--- src/rtl/bls_pkg.sv ---
// Shared widths, types and register codes for the battery level smoother.
package bls_pkg;

   localparam int ADC_W      = 12;
   localparam int GAIN_W     = 24;
   localparam int ALPHA_W    = 9;
   localparam int MV_W       = 16;
   localparam int PCT_W      = 7;
   localparam int MV_FRAC    = 16;
   localparam int PROD_W     = ADC_W + GAIN_W;
   localparam int EMA_W      = MV_W + ALPHA_W;
   localparam int EMA_FRAC   = 8;
   localparam int DIV_W      = 24;
   localparam int DSH_W      = MV_W + PCT_W;
   localparam int CSR_IDX_W  = 2;
   localparam int CSR_DATA_W = 24;

   typedef logic [ADC_W-1:0]      raw_type;
   typedef logic [GAIN_W-1:0]     gain_type;
   typedef logic [ALPHA_W-1:0]    alpha_type;
   typedef logic [MV_W-1:0]       mv_type;
   typedef logic [PCT_W-1:0]      pct_type;
   typedef logic [CSR_IDX_W-1:0]  csr_idx_type;
   typedef logic [CSR_DATA_W-1:0] csr_data_type;

   localparam csr_idx_type CSR_GAIN  = 2'd0;
   localparam csr_idx_type CSR_ALPHA = 2'd1;
   localparam csr_idx_type CSR_EMPTY = 2'd2;
   localparam csr_idx_type CSR_FULL  = 2'd3;

   localparam gain_type  GAIN_RESET  = 24'd216190;
   localparam alpha_type ALPHA_RESET = 9'd26;
   localparam mv_type    EMPTY_RESET = 16'd9900;
   localparam mv_type    FULL_RESET  = 16'd12600;

   localparam alpha_type ALPHA_ONE = 9'd256;
   localparam pct_type   PCT_FULL  = 7'd100;
   localparam pct_type   PCT_EMPTY = 7'd0;

endpackage

--- src/rtl/bls_req_if.sv ---
// Sample request channel carrying one raw ADC conversion per transaction.
interface bls_req_if;
   import bls_pkg::*;

   logic    valid;
   logic    ready;
   raw_type adc_sample;

   modport source (output valid, output adc_sample, input ready);
   modport sink (input valid, input adc_sample, output ready);

endinterface

--- src/rtl/bls_rsp_if.sv ---
// Result channel carrying the smoothed voltage and charge estimate.
interface bls_rsp_if;
   import bls_pkg::*;

   logic    valid;
   logic    ready;
   mv_type  voltage_mv;
   pct_type charge_percent;

   modport source (output valid, output voltage_mv, output charge_percent, input ready);
   modport sink (input valid, input voltage_mv, input charge_percent, output ready);

endinterface

--- src/rtl/bls_scale_mul.sv ---
// Bit-serial multiplier that scales a raw sample to saturated millivolts.
module bls_scale_mul (
   input  logic             clock,
   input  logic             reset,
   input  logic             start,
   input  bls_pkg::raw_type  raw,
   input  bls_pkg::gain_type gain,
   output logic             done,
   output bls_pkg::mv_type   mv
);
   import bls_pkg::*;

   localparam int CNT_W = $clog2(ADC_W);
   localparam logic [PROD_W-1:0] ROUND_HALF = PROD_W'(1) << (MV_FRAC - 1);

   logic              busy_ff, busy_in;
   logic              done_ff, done_in;
   logic [CNT_W-1:0]  cnt_ff, cnt_in;
   raw_type           raw_ff, raw_in;
   logic [PROD_W-1:0] acc_ff, acc_in;
   logic [PROD_W-1:0] sum;

   always_comb begin
      busy_in = busy_ff;
      done_in = 1'b0;
      cnt_in  = cnt_ff;
      raw_in  = raw_ff;
      acc_in  = acc_ff;
      if (start) begin
         busy_in = 1'b1;
         cnt_in  = CNT_W'(ADC_W - 1);
         raw_in  = raw;
         acc_in  = '0;
      end else if (busy_ff) begin
         acc_in = {acc_ff[PROD_W-2:0], 1'b0}
                  + (raw_ff[ADC_W-1] ? PROD_W'(gain) : {PROD_W{1'b0}});
         raw_in = {raw_ff[ADC_W-2:0], 1'b0};
         cnt_in = cnt_ff - 1'b1;
         if (cnt_ff == '0) begin
            busy_in = 1'b0;
            done_in = 1'b1;
         end
      end
   end

   always_ff @(posedge clock) begin
      if (reset) begin
         busy_ff <= 1'b0;
         done_ff <= 1'b0;
         cnt_ff  <= '0;
      end else begin
         busy_ff <= busy_in;
         done_ff <= done_in;
         cnt_ff  <= cnt_in;
      end
   end

   always_ff @(posedge clock) begin
      raw_ff <= raw_in;
      acc_ff <= acc_in;
   end

   assign sum  = acc_ff + ROUND_HALF;
   assign mv   = (|sum[PROD_W-1:MV_FRAC+MV_W]) ? {MV_W{1'b1}} : sum[MV_FRAC+MV_W-1:MV_FRAC];
   assign done = done_ff;

endmodule

--- src/rtl/bls_ema.sv ---
// Bit-serial moving average that blends the new voltage into the stored one.
module bls_ema (
   input  logic              clock,
   input  logic              reset,
   input  logic              start,
   input  bls_pkg::mv_type    new_mv,
   input  bls_pkg::mv_type    old_mv,
   input  bls_pkg::alpha_type alpha,
   output logic              done,
   output bls_pkg::mv_type    smoothed
);
   import bls_pkg::*;

   localparam int CNT_W = $clog2(ALPHA_W);
   localparam logic [EMA_W-1:0] ROUND_HALF = EMA_W'(1) << (EMA_FRAC - 1);

   logic             busy_ff, busy_in;
   logic             done_ff, done_in;
   logic [CNT_W-1:0] cnt_ff, cnt_in;
   alpha_type        a_ff, a_in;
   alpha_type        b_ff, b_in;
   mv_type           new_ff, new_in;
   mv_type           old_ff, old_in;
   logic             load_ff, load_in;
   logic [EMA_W-1:0] acc_ff, acc_in;
   alpha_type        a_clamp;
   logic [EMA_W-1:0] sum;

   assign a_clamp = alpha[ALPHA_W-1] ? ALPHA_ONE : alpha;

   always_comb begin
      busy_in = busy_ff;
      done_in = 1'b0;
      cnt_in  = cnt_ff;
      a_in    = a_ff;
      b_in    = b_ff;
      new_in  = new_ff;
      old_in  = old_ff;
      load_in = load_ff;
      acc_in  = acc_ff;
      if (start) begin
         busy_in = 1'b1;
         cnt_in  = CNT_W'(ALPHA_W - 1);
         a_in    = a_clamp;
         b_in    = ALPHA_ONE - a_clamp;
         new_in  = new_mv;
         old_in  = old_mv;
         load_in = (old_mv == '0);
         acc_in  = '0;
      end else if (busy_ff) begin
         acc_in = {acc_ff[EMA_W-2:0], 1'b0}
                  + (a_ff[ALPHA_W-1] ? EMA_W'(new_ff) : {EMA_W{1'b0}})
                  + (b_ff[ALPHA_W-1] ? EMA_W'(old_ff) : {EMA_W{1'b0}});
         a_in   = {a_ff[ALPHA_W-2:0], 1'b0};
         b_in   = {b_ff[ALPHA_W-2:0], 1'b0};
         cnt_in = cnt_ff - 1'b1;
         if (cnt_ff == '0) begin
            busy_in = 1'b0;
            done_in = 1'b1;
         end
      end
   end

   always_ff @(posedge clock) begin
      if (reset) begin
         busy_ff <= 1'b0;
         done_ff <= 1'b0;
         cnt_ff  <= '0;
      end else begin
         busy_ff <= busy_in;
         done_ff <= done_in;
         cnt_ff  <= cnt_in;
      end
   end

   always_ff @(posedge clock) begin
      a_ff    <= a_in;
      b_ff    <= b_in;
      new_ff  <= new_in;
      old_ff  <= old_in;
      load_ff <= load_in;
      acc_ff  <= acc_in;
   end

   assign sum      = acc_ff + ROUND_HALF;
   assign smoothed = load_ff ? new_ff : sum[EMA_FRAC+MV_W-1:EMA_FRAC];
   assign done     = done_ff;

endmodule

--- src/rtl/bls_pct_div.sv ---
// Restoring serial divider that maps a voltage to a rounded percentage.
module bls_pct_div (
   input  logic           clock,
   input  logic           reset,
   input  logic           start,
   input  bls_pkg::mv_type v,
   input  bls_pkg::mv_type empty_mv,
   input  bls_pkg::mv_type full_mv,
   output logic           done,
   output bls_pkg::pct_type percent
);
   import bls_pkg::*;

   localparam int CNT_W = $clog2(PCT_W);

   logic             prep_ff, prep_in;
   logic             busy_ff, busy_in;
   logic             done_ff, done_in;
   logic [CNT_W-1:0] cnt_ff, cnt_in;
   mv_type           diff_ff, diff_in;
   mv_type           span_ff, span_in;
   logic             forced_ff, forced_in;
   pct_type          fval_ff, fval_in;
   logic [DIV_W-1:0] rem_ff, rem_in;
   logic [DSH_W-1:0] dsh_ff, dsh_in;
   pct_type          q_ff, q_in;
   logic             ge;

   assign ge = rem_ff >= {1'b0, dsh_ff};

   always_comb begin
      prep_in   = 1'b0;
      busy_in   = busy_ff;
      done_in   = 1'b0;
      cnt_in    = cnt_ff;
      diff_in   = diff_ff;
      span_in   = span_ff;
      forced_in = forced_ff;
      fval_in   = fval_ff;
      rem_in    = rem_ff;
      dsh_in    = dsh_ff;
      q_in      = q_ff;
      if (start) begin
         prep_in   = 1'b1;
         diff_in   = v - empty_mv;
         span_in   = full_mv - empty_mv;
         forced_in = (full_mv <= empty_mv) || (v <= empty_mv) || (v >= full_mv);
         fval_in   = ((full_mv > empty_mv) && (v >= full_mv)) ? PCT_FULL : PCT_EMPTY;
      end else if (prep_ff) begin
         busy_in = 1'b1;
         cnt_in  = CNT_W'(PCT_W - 1);
         rem_in  = {1'b0, diff_ff, 7'b0} + {2'b0, diff_ff, 6'b0}
                   + {5'b0, diff_ff, 3'b0} + {8'b0, span_ff};
         dsh_in  = {span_ff, 7'b0};
         q_in    = '0;
      end else if (busy_ff) begin
         rem_in = ge ? rem_ff - {1'b0, dsh_ff} : rem_ff;
         q_in   = {q_ff[PCT_W-2:0], ge};
         dsh_in = {1'b0, dsh_ff[DSH_W-1:1]};
         cnt_in = cnt_ff - 1'b1;
         if (cnt_ff == '0) begin
            busy_in = 1'b0;
            done_in = 1'b1;
         end
      end
   end

   always_ff @(posedge clock) begin
      if (reset) begin
         prep_ff <= 1'b0;
         busy_ff <= 1'b0;
         done_ff <= 1'b0;
         cnt_ff  <= '0;
      end else begin
         prep_ff <= prep_in;
         busy_ff <= busy_in;
         done_ff <= done_in;
         cnt_ff  <= cnt_in;
      end
   end

   always_ff @(posedge clock) begin
      diff_ff   <= diff_in;
      span_ff   <= span_in;
      forced_ff <= forced_in;
      fval_ff   <= fval_in;
      rem_ff    <= rem_in;
      dsh_ff    <= dsh_in;
      q_ff      <= q_in;
   end

   assign percent = forced_ff ? fval_ff : q_ff;
   assign done    = done_ff;

endmodule

--- src/rtl/battery_level_smoother.sv ---
// Top level of the battery level smoother: sequencer, registers and result stage.
// From sample acceptance to a valid result a sample passes 12 multiply steps,
// 9 averaging steps, a divider setup step, 7 divide steps and the handoffs between units.
// Samples are accepted only while idle; one waiting result does not block acceptance.
// Synchronous reset restores the default calibration and clears the smoothed voltage.
module battery_level_smoother #(
   parameter int unsigned ADC_BITS = 12
) (
   input  logic                  clock,
   input  logic                  reset,
   bls_req_if.sink               req_ch,
   bls_rsp_if.source             rsp_ch,
   input  logic                  csr_wr_en,
   input  bls_pkg::csr_idx_type  csr_index,
   input  bls_pkg::csr_data_type csr_wdata
);
   import bls_pkg::*;

   localparam int unsigned RAW_BITS = (ADC_BITS < ADC_W) ? ADC_BITS : ADC_W;
   localparam raw_type RAW_MASK = ADC_W'((64'd1 << RAW_BITS) - 64'd1);

   localparam logic [2:0] S_IDLE = 3'd0;
   localparam logic [2:0] S_MUL  = 3'd1;
   localparam logic [2:0] S_EMA  = 3'd2;
   localparam logic [2:0] S_DIV  = 3'd3;
   localparam logic [2:0] S_OUT  = 3'd4;

   logic [2:0] state_ff, state_in;
   gain_type   gain_ff, gain_in;
   alpha_type  alpha_ff, alpha_in;
   mv_type     empty_ff, empty_in;
   mv_type     full_ff, full_in;
   mv_type     smoothed_ff, smoothed_in;
   logic       rsp_valid_ff, rsp_valid_in;
   mv_type     rsp_mv_ff, rsp_mv_in;
   pct_type    rsp_pct_ff, rsp_pct_in;

   logic    req_take;
   logic    mul_done, ema_done, div_done;
   mv_type  new_mv, ema_mv;
   pct_type pct;

   assign req_take = req_ch.valid && req_ch.ready;

   bls_scale_mul u_mul (
      .clock (clock),
      .reset (reset),
      .start (req_take),
      .raw   (req_ch.adc_sample & RAW_MASK),
      .gain  (gain_ff),
      .done  (mul_done),
      .mv    (new_mv)
   );

   bls_ema u_ema (
      .clock    (clock),
      .reset    (reset),
      .start    (mul_done),
      .new_mv   (new_mv),
      .old_mv   (smoothed_ff),
      .alpha    (alpha_ff),
      .done     (ema_done),
      .smoothed (ema_mv)
   );

   bls_pct_div u_div (
      .clock    (clock),
      .reset    (reset),
      .start    (ema_done),
      .v        (ema_mv),
      .empty_mv (empty_ff),
      .full_mv  (full_ff),
      .done     (div_done),
      .percent  (pct)
   );

   always_comb begin
      gain_in  = gain_ff;
      alpha_in = alpha_ff;
      empty_in = empty_ff;
      full_in  = full_ff;
      if (csr_wr_en) begin
         case (csr_index)
            CSR_GAIN:  gain_in  = csr_wdata[GAIN_W-1:0];
            CSR_ALPHA: alpha_in = csr_wdata[ALPHA_W-1:0];
            CSR_EMPTY: empty_in = csr_wdata[MV_W-1:0];
            CSR_FULL:  full_in  = csr_wdata[MV_W-1:0];
            default: begin
            end
         endcase
      end
   end

   always_comb begin
      state_in     = state_ff;
      smoothed_in  = smoothed_ff;
      rsp_valid_in = rsp_valid_ff && !rsp_ch.ready;
      rsp_mv_in    = rsp_mv_ff;
      rsp_pct_in   = rsp_pct_ff;
      case (state_ff)
         S_IDLE: begin
            if (req_take) begin
               state_in = S_MUL;
            end
         end
         S_MUL: begin
            if (mul_done) begin
               state_in = S_EMA;
            end
         end
         S_EMA: begin
            if (ema_done) begin
               smoothed_in = ema_mv;
               state_in    = S_DIV;
            end
         end
         S_DIV: begin
            if (div_done) begin
               state_in = S_OUT;
            end
         end
         S_OUT: begin
            if (!rsp_valid_ff || rsp_ch.ready) begin
               rsp_valid_in = 1'b1;
               rsp_mv_in    = smoothed_ff;
               rsp_pct_in   = pct;
               state_in     = S_IDLE;
            end
         end
         default: begin
            state_in = S_IDLE;
         end
      endcase
   end

   always_ff @(posedge clock) begin
      if (reset) begin
         state_ff     <= S_IDLE;
         gain_ff      <= GAIN_RESET;
         alpha_ff     <= ALPHA_RESET;
         empty_ff     <= EMPTY_RESET;
         full_ff      <= FULL_RESET;
         smoothed_ff  <= '0;
         rsp_valid_ff <= 1'b0;
      end else begin
         state_ff     <= state_in;
         gain_ff      <= gain_in;
         alpha_ff     <= alpha_in;
         empty_ff     <= empty_in;
         full_ff      <= full_in;
         smoothed_ff  <= smoothed_in;
         rsp_valid_ff <= rsp_valid_in;
      end
   end

   always_ff @(posedge clock) begin
      rsp_mv_ff  <= rsp_mv_in;
      rsp_pct_ff <= rsp_pct_in;
   end

   assign req_ch.ready          = (state_ff == S_IDLE);
   assign rsp_ch.valid          = rsp_valid_ff;
   assign rsp_ch.voltage_mv     = rsp_mv_ff;
   assign rsp_ch.charge_percent = rsp_pct_ff;

`ifndef ASSERT_OFF
   a_pct_range: assert property (@(posedge clock) disable iff (reset)
      rsp_valid_ff |-> (rsp_pct_ff <= PCT_FULL))
      else $error("Charge estimate above one hundred percent.");

   a_mul_done_state: assert property (@(posedge clock) disable iff (reset)
      mul_done |-> (state_ff == S_MUL))
      else $error("Multiplier finished outside its sequencer step.");

   a_div_done_state: assert property (@(posedge clock) disable iff (reset)
      div_done |-> (state_ff == S_DIV))
      else $error("Divider finished outside its sequencer step.");

   a_smooth_hold: assert property (@(posedge clock) disable iff (reset)
      !ema_done |=> $stable(smoothed_ff))
      else $error("Smoothed voltage changed without a finished average.");

   a_out_stall: assert property (@(posedge clock) disable iff (reset)
      (state_ff == S_OUT && rsp_valid_ff && !rsp_ch.ready) |=> (state_ff == S_OUT))
      else $error("Result left the sequencer while the output stage was full.");
`endif

endmodule
--- src/flat_wrapper.sv ---
// flat-port wrapper written by rule: the top's interface ports become plain ports
module battery_level_smoother_flat import bls_pkg::*;
#(
   parameter int unsigned ADC_BITS = 12
)
  (clock, reset, csr_wr_en, csr_index, csr_wdata, req_ch_valid, req_ch_adc_sample, req_ch_ready, rsp_ch_valid, rsp_ch_voltage_mv, rsp_ch_charge_percent, rsp_ch_ready);
  bls_req_if req_ch_i ();
  bls_rsp_if rsp_ch_i ();
  input  logic clock;
  input  logic reset;
  input  logic csr_wr_en;
  input  bls_pkg::csr_idx_type csr_index;
  input  bls_pkg::csr_data_type csr_wdata;
  input wire logic [$bits(req_ch_i.valid)-1:0] req_ch_valid;
  input wire logic [$bits(req_ch_i.adc_sample)-1:0] req_ch_adc_sample;
  output wire logic [$bits(req_ch_i.ready)-1:0] req_ch_ready;
  output wire logic [$bits(rsp_ch_i.valid)-1:0] rsp_ch_valid;
  output wire logic [$bits(rsp_ch_i.voltage_mv)-1:0] rsp_ch_voltage_mv;
  output wire logic [$bits(rsp_ch_i.charge_percent)-1:0] rsp_ch_charge_percent;
  input wire logic [$bits(rsp_ch_i.ready)-1:0] rsp_ch_ready;
  assign req_ch_i.valid = req_ch_valid;
  assign req_ch_i.adc_sample = req_ch_adc_sample;
  assign req_ch_ready = req_ch_i.ready;
  assign rsp_ch_valid = rsp_ch_i.valid;
  assign rsp_ch_voltage_mv = rsp_ch_i.voltage_mv;
  assign rsp_ch_charge_percent = rsp_ch_i.charge_percent;
  assign rsp_ch_i.ready = rsp_ch_ready;
  battery_level_smoother #(.ADC_BITS(ADC_BITS)) u_core (.clock(clock), .reset(reset), .req_ch(req_ch_i), .rsp_ch(rsp_ch_i), .csr_wr_en(csr_wr_en), .csr_index(csr_index), .csr_wdata(csr_wdata));
endmodule
--- config.mk ---
export PLATFORM = sky130hd
export DESIGN_NAME = battery_level_smoother_flat
export DESIGN_NICKNAME = d
export VERILOG_FILES = /design/src/rtl/bls_pkg.sv /design/src/rtl/bls_req_if.sv /design/src/rtl/bls_rsp_if.sv /design/src/rtl/bls_scale_mul.sv /design/src/rtl/bls_ema.sv /design/src/rtl/bls_pct_div.sv /design/src/rtl/battery_level_smoother.sv /design/src/flat_wrapper.sv
export SDC_FILE = /design/constraint.sdc
export NUM_CORES = 1
export LEC_CHECK = 0
export ABC_AREA = 0
export ABC_CLOCK_PERIOD_IN_PS = 7270
export BUFFER_PORTS_ARGS = -buffer_cell sky130_fd_sc_hd__buf_2
export CAP_MARGIN = 20
export CELL_PAD_IN_SITES_DETAIL_PLACEMENT = 0
export CELL_PAD_IN_SITES_GLOBAL_PLACEMENT = 1
export CORE_ASPECT_RATIO = 0.8
export CORE_UTILIZATION = 43
export DETAILED_ROUTE_END_ITERATION = 12
export PLACE_DENSITY = 0.75
export SYNTH_ARGS = -nofsm -noshare
export SYNTH_HDL_FRONTEND = slang
export SYNTH_SLANG_ARGS = --single-unit
--- constraint.sdc ---
create_clock -name clock -period 7.27 [get_ports clock]
set_input_delay 0.727 -clock clock [delete_from_list [all_inputs] [get_ports clock]]
set_output_delay 0.727 -clock clock [all_outputs]
set_load 0.03 [all_outputs]
### After elaboration in Yosys (flattened, before gate mapping)

Cells that the tools add are included.

| storage, ports and cells | value |
|---|---|
| bits of input ports | 43 |
| register bits after elaboration | 343 |
| word-level logic and storage cells | 152 |
| output and inout bits | 25 |

| cells by class | value |
|---|---|
| order comparisons | 5 |
| equal/unequal tests | 12 |
| add/subtract/negate cells | 15 |
| reduce and logical (&&, ||, !) cells | 33 |
| bitwise logic cells | 4 |
| mux-type cells | 46 |

Operators by type and width:

| kind | count |
|---|---|
| $mux 24 | 4 |
| $add 24x16->24 | 3 |
| $mux 16 | 3 |
| $mux 23 | 2 |
| $mux 9 | 5 |
| $add 36x16->36 const B | 1 |
| $add 36x36->36 | 1 |
| $le 16x16->1 | 2 |
| $sub 16x16->16 | 2 |
| $add 23x22->24 | 1 |
| $add 24x19->24 | 1 |
| $add 24x8->24 const B | 1 |
| $ge 24x23->1 | 1 |
| $mux 12 | 2 |
| $sub 24x23->24 | 1 |
| $mux 3 | 7 |
| $mux 7 | 3 |
| $ge 16x16->1 | 1 |
| $gt 16x16->1 | 1 |
| $logic_not 16->1 | 1 |
| $mux 4 | 4 |
| $mux 1 | 15 |
| $pmux 3 s5 | 1 |
| $reduce_and 2->1 | 7 |
| 23 further kinds | 45 |

### Logic depth before layout (Yosys ltp)

| logic depth | value |
|---|---|
| depth after elaboration | 5 |
| mapped depth | 16 |
| gate-level depth less buffers | 16 |

### Hierarchy

From an unflattened synthesis, not the netlist that was laid out.

| unflattened totals | value |
|---|---|
| cells, all modules | 2256 |
| area total of the unflattened synthesis | 20933.8 um^2 |

Modules (own cells, without submodules):

| module | instances | cells each | area each (um^2) |
|---|---|---|---|
| bls_pct_div | 1 | 876 | 8189.1 |
| bls_ema | 1 | 475 | 4820.9 |
| bls_scale_mul | 1 | 501 | 4077.7 |
| battery_level_smoother | 1 | 404 | 3846.2 |

### Worst setup path after synthesis

No wires, ideal clock.

| timing path | value |
|---|---|
| kind | flip-flop to flip-flop |
| start point | register u_core.u_div.diff_ff[3] |
| end point | register u_core.u_div.rem_ff[22] (data pin) |
| path buffers | 0 |
| path slack | 3605 ps |
| cell stages (with the launch flop) | 14 |
| arrival | 3392 ps |
| cell sequence | edfxtp_1 > inv_1 > fa_1 > fa_1 > inv_1 > ha_1 > or3_1 > a311o_1 > a41oi_2 > o21ai_1 > a211o_1 > a31oi_1 > xor2_1 > mux2i_1 |

| between the ends | value |
|---|---|
| word-level cells in the longest chain between the ends | 4 |

Ends and longest elaborated chain:

| item | RTL line | source |
|---|---|---|
| start: declaration | bls_pct_div.sv:20 | `mv_type diff_ff, diff_in;` |
| start signal: assignment | bls_pct_div.sv:83 | `diff_ff <= diff_in;` |
| $add 23x22->24 | bls_pct_div.sv:52 | `rem_in = {1'b0, diff_ff, 7'b0} + {2'b0, diff_ff, 6'b0}` |
| $add 24x19->24 (*) | bls_pct_div.sv:53 | `+ {5'b0, diff_ff, 3'b0} + {8'b0, span_ff};` |
| $add 24x16->24 (*) | bls_pct_div.sv:53 |  |
| $mux 24 (*) | bls_pct_div.sv:49 | `end else if (prep_ff) begin` |
| end signal: assignment | bls_pct_div.sv:87 | `rem_ff <= rem_in;` |
| end: declaration | bls_pct_div.sv:24 | `logic [DIV_W-1:0] rem_ff, rem_in;` |

Every way passes the cells marked *; elsewhere a longest branch is shown, timed or not.
A chain may end at the register's enable or synchronous reset.

### Final worst setup path

| timing path | value |
|---|---|
| start point | register u_core.u_ema.a_ff[8] |
| end point | register u_core.u_ema.acc_ff[20] |

| between the ends | value |
|---|---|
| word-level cells in the longest chain between the ends | 3 |

Ends and longest elaborated chain:

| item | RTL line | source |
|---|---|---|
| start: declaration | bls_ema.sv:20 | `alpha_type a_ff, a_in;` |
| start signal: assignment | bls_ema.sv:77 | `a_ff <= a_in;` |
| $mux 16 | bls_ema.sv:52 | `+ (a_ff[ALPHA_W-1] ? EMA_W'(new_ff) : {EMA_W{1'b0}})` |
| $add 24x16->24 | bls_ema.sv:52 |  |
| $add 24x16->24 | bls_ema.sv:53 | `+ (b_ff[ALPHA_W-1] ? EMA_W'(old_ff) : {EMA_W{1'b0}});` |
| end signal: assignment | bls_ema.sv:82 | `acc_ff <= acc_in;` |
| end: declaration | bls_ema.sv:25 | `logic [EMA_W-1:0] acc_ff, acc_in;` |

Every way passes these cells.

==> flow_summary.ini <==
[global_route]
antenna_found_initial = 1
grt_first_pass_wirelength_um = 79690
grt_overflow = 0
grt_usage_pct = 20.81
grt_pass1_vias = 14660
grt_start_max_net_pins = 89

[synth]
synthXorXnorAreaFrac_pct = 6.110
synthMuxAreaShare_pct = 1.953
synth_compound_area_share_pct = 14.78
synth_top_family_by_area = simple AND/OR/NAND/NOR gates
synth_warnings = 0
syn-num-nets = 2472
synth_flop_cell = edfxtp_1
yosys.area_share.adder_pct = 13.48
syn_area_sq_mm = 0.02050
syn_avg_cell_area_sq_um = 9.176
synth_seq_cells = 336
synth-edff-count = 173
synth_cell_type_count = 80
syn_inst = 2234
synthArstFlopShare_pct = 0
yosysSeqAreaShare_pct = 41.26
synth-simple-area-share_pct = 17.00

[floorplan]
die_area_sq_mm = 0.04855
die_y_um = 197.3
start_util_pct = 43.62
row_count = 71
io_pins = 68
fp.coreArea_sq_mm = 0.04699
fp.dieW_um = 246.1

[timing]
hold_slack_ns = 0.4084
skew_ns = 0.02523
rsz0062_at_grt = false
tightest_slew_ns = 1.108
max-slew-margin-rel_pct = 25.37
maxSlewViolCount = 0
fin_crit_sh_pct = 56.51
min_period_ns = 4.108
hold_viol = 0
fin_setup_tns_ns = 0
setup_viol = 0
fmax_mhz = 243.4

[route]
ant_nets = 0
drt_iter0_drc = 949
vias = 15450
drt_pass1_iterations = 5
wl_um = 49820
wire_per_inst_um = 17.04
drc = 0
viasPerCell = 5.282

[layout]
synthToLayoutAreaGrowth_pct = 10.46
nets = 2514
layout-drive-gt1-share_pct = 8.203
antennaDiodeCount = 0

[power]
clkPwrFrac_pct = 35.5
report.power.total_w = 0.005323
internal_power_w = 0.003733
power_frac_comb_pct = 21.6
seqPwrFrac_pct = 42.9
power.density_mw_per_mm2 = 235.1
p_switching_w = 0.001589
ir_drop_v = 0.0001602
p_leak_nw = 9.334
netSwitchingFraction_pct = 29.86

[place]
gp_congestion = 0.8913
dp_hpwl_um = 37550
port_buffers = 67

[clock_network]
cts_tree = built
path_clk_slew_ns = 0.06
htree_num_levels = 2
post_cts_resize_count = 0
clk_path_buf_depth = 3
clock-sinks = 336
post_cts.repair.setup_buffers = 0
numCtsBuffers = 38
cts-root-buf = clkbuf_16
worstSkewPairLatency_ns = 0.56
hold_buffers = 0

[critical_path]
endpoint_kind = flop
worstPathCellList = nand2_1 > fa_1 > inv_1 > ha_1 > a211oi_2 > or4b_1 > o211ai_2 > o41a_4 > a221o_1 > o211ai_1 > nor2_1 > xnor2_1 > a211oi_1
critPathSlowestCell = edfxtp_1
cp_slowest_stage_delay_ns = 0.71
arrival_ns = 4.56
crit_path_start_kind = flop
critPathMaxFanout = 16
r2r_cells = 13
critical_path_class = flop to flop
r2r-start = u_core.u_ema.a_ff[8]$_DFFE_PP_
cp.required_ns = 7.72
r2r-end = u_core.u_ema.acc_ff[20]$_SDFFE_PP0P_
ff2ff_setup_slack_ns = 3.16

[hold_path]
holdPathStages = 3
min_to = u_core.gain_ff[16]$_SDFFE_PP1P_
worstHoldStart = csr_wdata[16]
hold_class = input pin to flop

[status]
status = finished, final reports clean

[run]
max_cap_viol_count = 0
-- final cells by class --
type                            instances  area (sq um)
Multi-Input combinational cell       1610         10950
Clock inverter                         13         95.09
Fill cell                            4456         24350
Timing Repair Buffer                   87         488.0
Sequential cell                       336          8463
Tap cell                              620         775.7
Inverter                              203         762.0
Clock buffer                           55          1107
-- cell usage in the layout (no fill, tap or decap), types with 28 or more instances in the layout --
| cell | Yosys | routed |
|---|---|---|
| buf_2 | 3 | 66 |
| nand2b_1 | 28 | 28 |
| a21oi_1 | 165 | 165 |
| inv_1 | 203 | 203 |
| ha_1 | 152 | 152 |
| nor2b_1 | 35 | 35 |
| nor3_1 | 30 | 30 |
| xnor2_1 | 96 | 96 |
| a21o_1 | 43 | 43 |
| xor2_1 | 47 | 47 |
| mux2i_1 | 31 | 31 |
| and2_1 | 31 | 31 |
| nand2_1 | 318 | 318 |
| dfxtp_1 | 163 | 159 |
| edfxtp_1 | 173 | 173 |
| clkbuf_16 | 0 | 40 |
| fa_1 | 43 | 43 |
| o21ai_0 | 124 | 124 |
| nand3_1 | 31 | 31 |
| nor2_1 | 165 | 163 |
-- critical path: cells and delay by family (launching register included) --
family	cells	cell delay (ns)
and+or+nand+nor	3	0.46
xor gates and xnor gates	1	0.13
adders and majority gates	2	0.91
DFF	1	0.71
buffers and inverters	1	0.06
AOI/OAI and AO/OA	6	1.71
-- registers in the layout, indices dropped and copies added, names as in the netlist, 23 cells and up --
register,cells
u_core.u_ema.acc_ff,24
u_core.u_div.rem_ff,24
u_core.u_div.dsh_ff,23
u_core.gain_ff,24
u_core.u_mul.acc_ff,36
-- how the worst max path moves through the flow --
stage,start,endpoint
floorplan,u_core.u_div.diff_ff[3]$_DFFE_PP_,u_core.u_div.rem_ff[22]$_DFFE_PP_
global placement,u_core.u_ema.a_ff[8]$_DFFE_PP_,u_core.u_ema.acc_ff[20]$_SDFFE_PP0P_
detailed placement,u_core.u_ema.a_ff[8]$_DFFE_PP_,u_core.u_ema.acc_ff[20]$_SDFFE_PP0P_
CTS,u_core.u_ema.a_ff[8]$_DFFE_PP_,u_core.u_ema.acc_ff[20]$_SDFFE_PP0P_
global route,u_core.u_ema.a_ff[8]$_DFFE_PP_,u_core.u_ema.acc_ff[20]$_SDFFE_PP0P_
finish,u_core.u_ema.a_ff[8]$_DFFE_PP_,u_core.u_ema.acc_ff[20]$_SDFFE_PP0P_
-- kinds of logic after synthesis --
family | count (synthesis)
fa+ha+maj | 195
compound gates | 485
simple gates | 748
buf+inv | 288
xor+xnor | 143
flops | 336
mux | 39
-- synth_stat cells, types with 5 or more instances --
| master | n | share of area, % |
|---|---|---|
| edfxtp_1 | 173 | 25 |
| or3_1 | 12 | 0.37 |
| a211o_1 | 19 | 0.81 |
| inv_1 | 203 | 3.7 |
| nor2_1 | 165 | 3.0 |
| xor2_1 | 47 | 2.0 |
| o22ai_1 | 5 | 0.15 |
| nand3b_1 | 21 | 0.77 |
| buf_1 | 5 | 0.092 |
| o21a_1 | 19 | 0.70 |
| and4_1 | 6 | 0.26 |
| a31oi_1 | 15 | 0.46 |
| nand2_1 | 318 | 5.8 |
| dfxtp_1 | 163 | 16 |
| nor4_1 | 12 | 0.37 |
| xnor2_1 | 96 | 4.1 |
| a211oi_1 | 17 | 0.62 |
| nor3_1 | 30 | 0.73 |
| or2_2 | 7 | 0.21 |
| and2_1 | 31 | 0.95 |
| nand3_1 | 31 | 0.76 |
| o21ai_0 | 124 | 3.0 |
| nand4_1 | 19 | 0.58 |
| nor2b_1 | 35 | 1.1 |
| a21oi_1 | 165 | 4.0 |
| mux2i_1 | 31 | 1.5 |
| o21bai_1 | 11 | 0.40 |
| mux2_2 | 8 | 0.44 |
| a21o_1 | 43 | 1.6 |
| ha_1 | 152 | 9.3 |
| clkbuf_1 | 74 | 1.4 |
| nand2b_1 | 28 | 0.85 |
| o211ai_1 | 10 | 0.37 |
| and3_1 | 12 | 0.37 |
| fa_1 | 43 | 4.2 |
-- per-stage QoR --
stage	instances	setup slack [ns]	utilization, %	cell area, sq um
floorplan	2234	3.605	-	20500
global placement	2855	3.318	45.61	21430
detailed placement	2856	3.224	45.62	21440
CTS	2924	3.182	48.18	22640
global route	2924	2.902	48.18	22640
finish	2924	3.162	48.18	22640
-- power by group through the flow --
stage / Clock, W / Sequential, W / Combinational [W]
4_1_cts: 0.00194 / 0.00228 / 0.00115
3_3_place_gp: 0 / 0.00232 / 0.00112
6_report: 0.00189 / 0.00228 / 0.00115
3_5_place_dp: 0 / 0.00232 / 0.00114
2_1_floorplan: 0 / 0.00226 / 0.000927
5_1_grt: 0.00202 / 0.00230 / 0.00130
-- layer usage --
| layer | global-route usage [%] | share of wire [%] | vias to the layer above |
|---|---|---|---|
| met5 | 0 | 0.024 | - |
| met4 | 5.475 | 1.9 | 2 |
| li1 | - | - | 7803 |
| met1 | 31.83 | 52 | 7278 |
| met3 | 2.894 | 4.2 | 61 |
| met2 | 30.38 | 42 | 302 |
(Power assumes the default switching activity.)
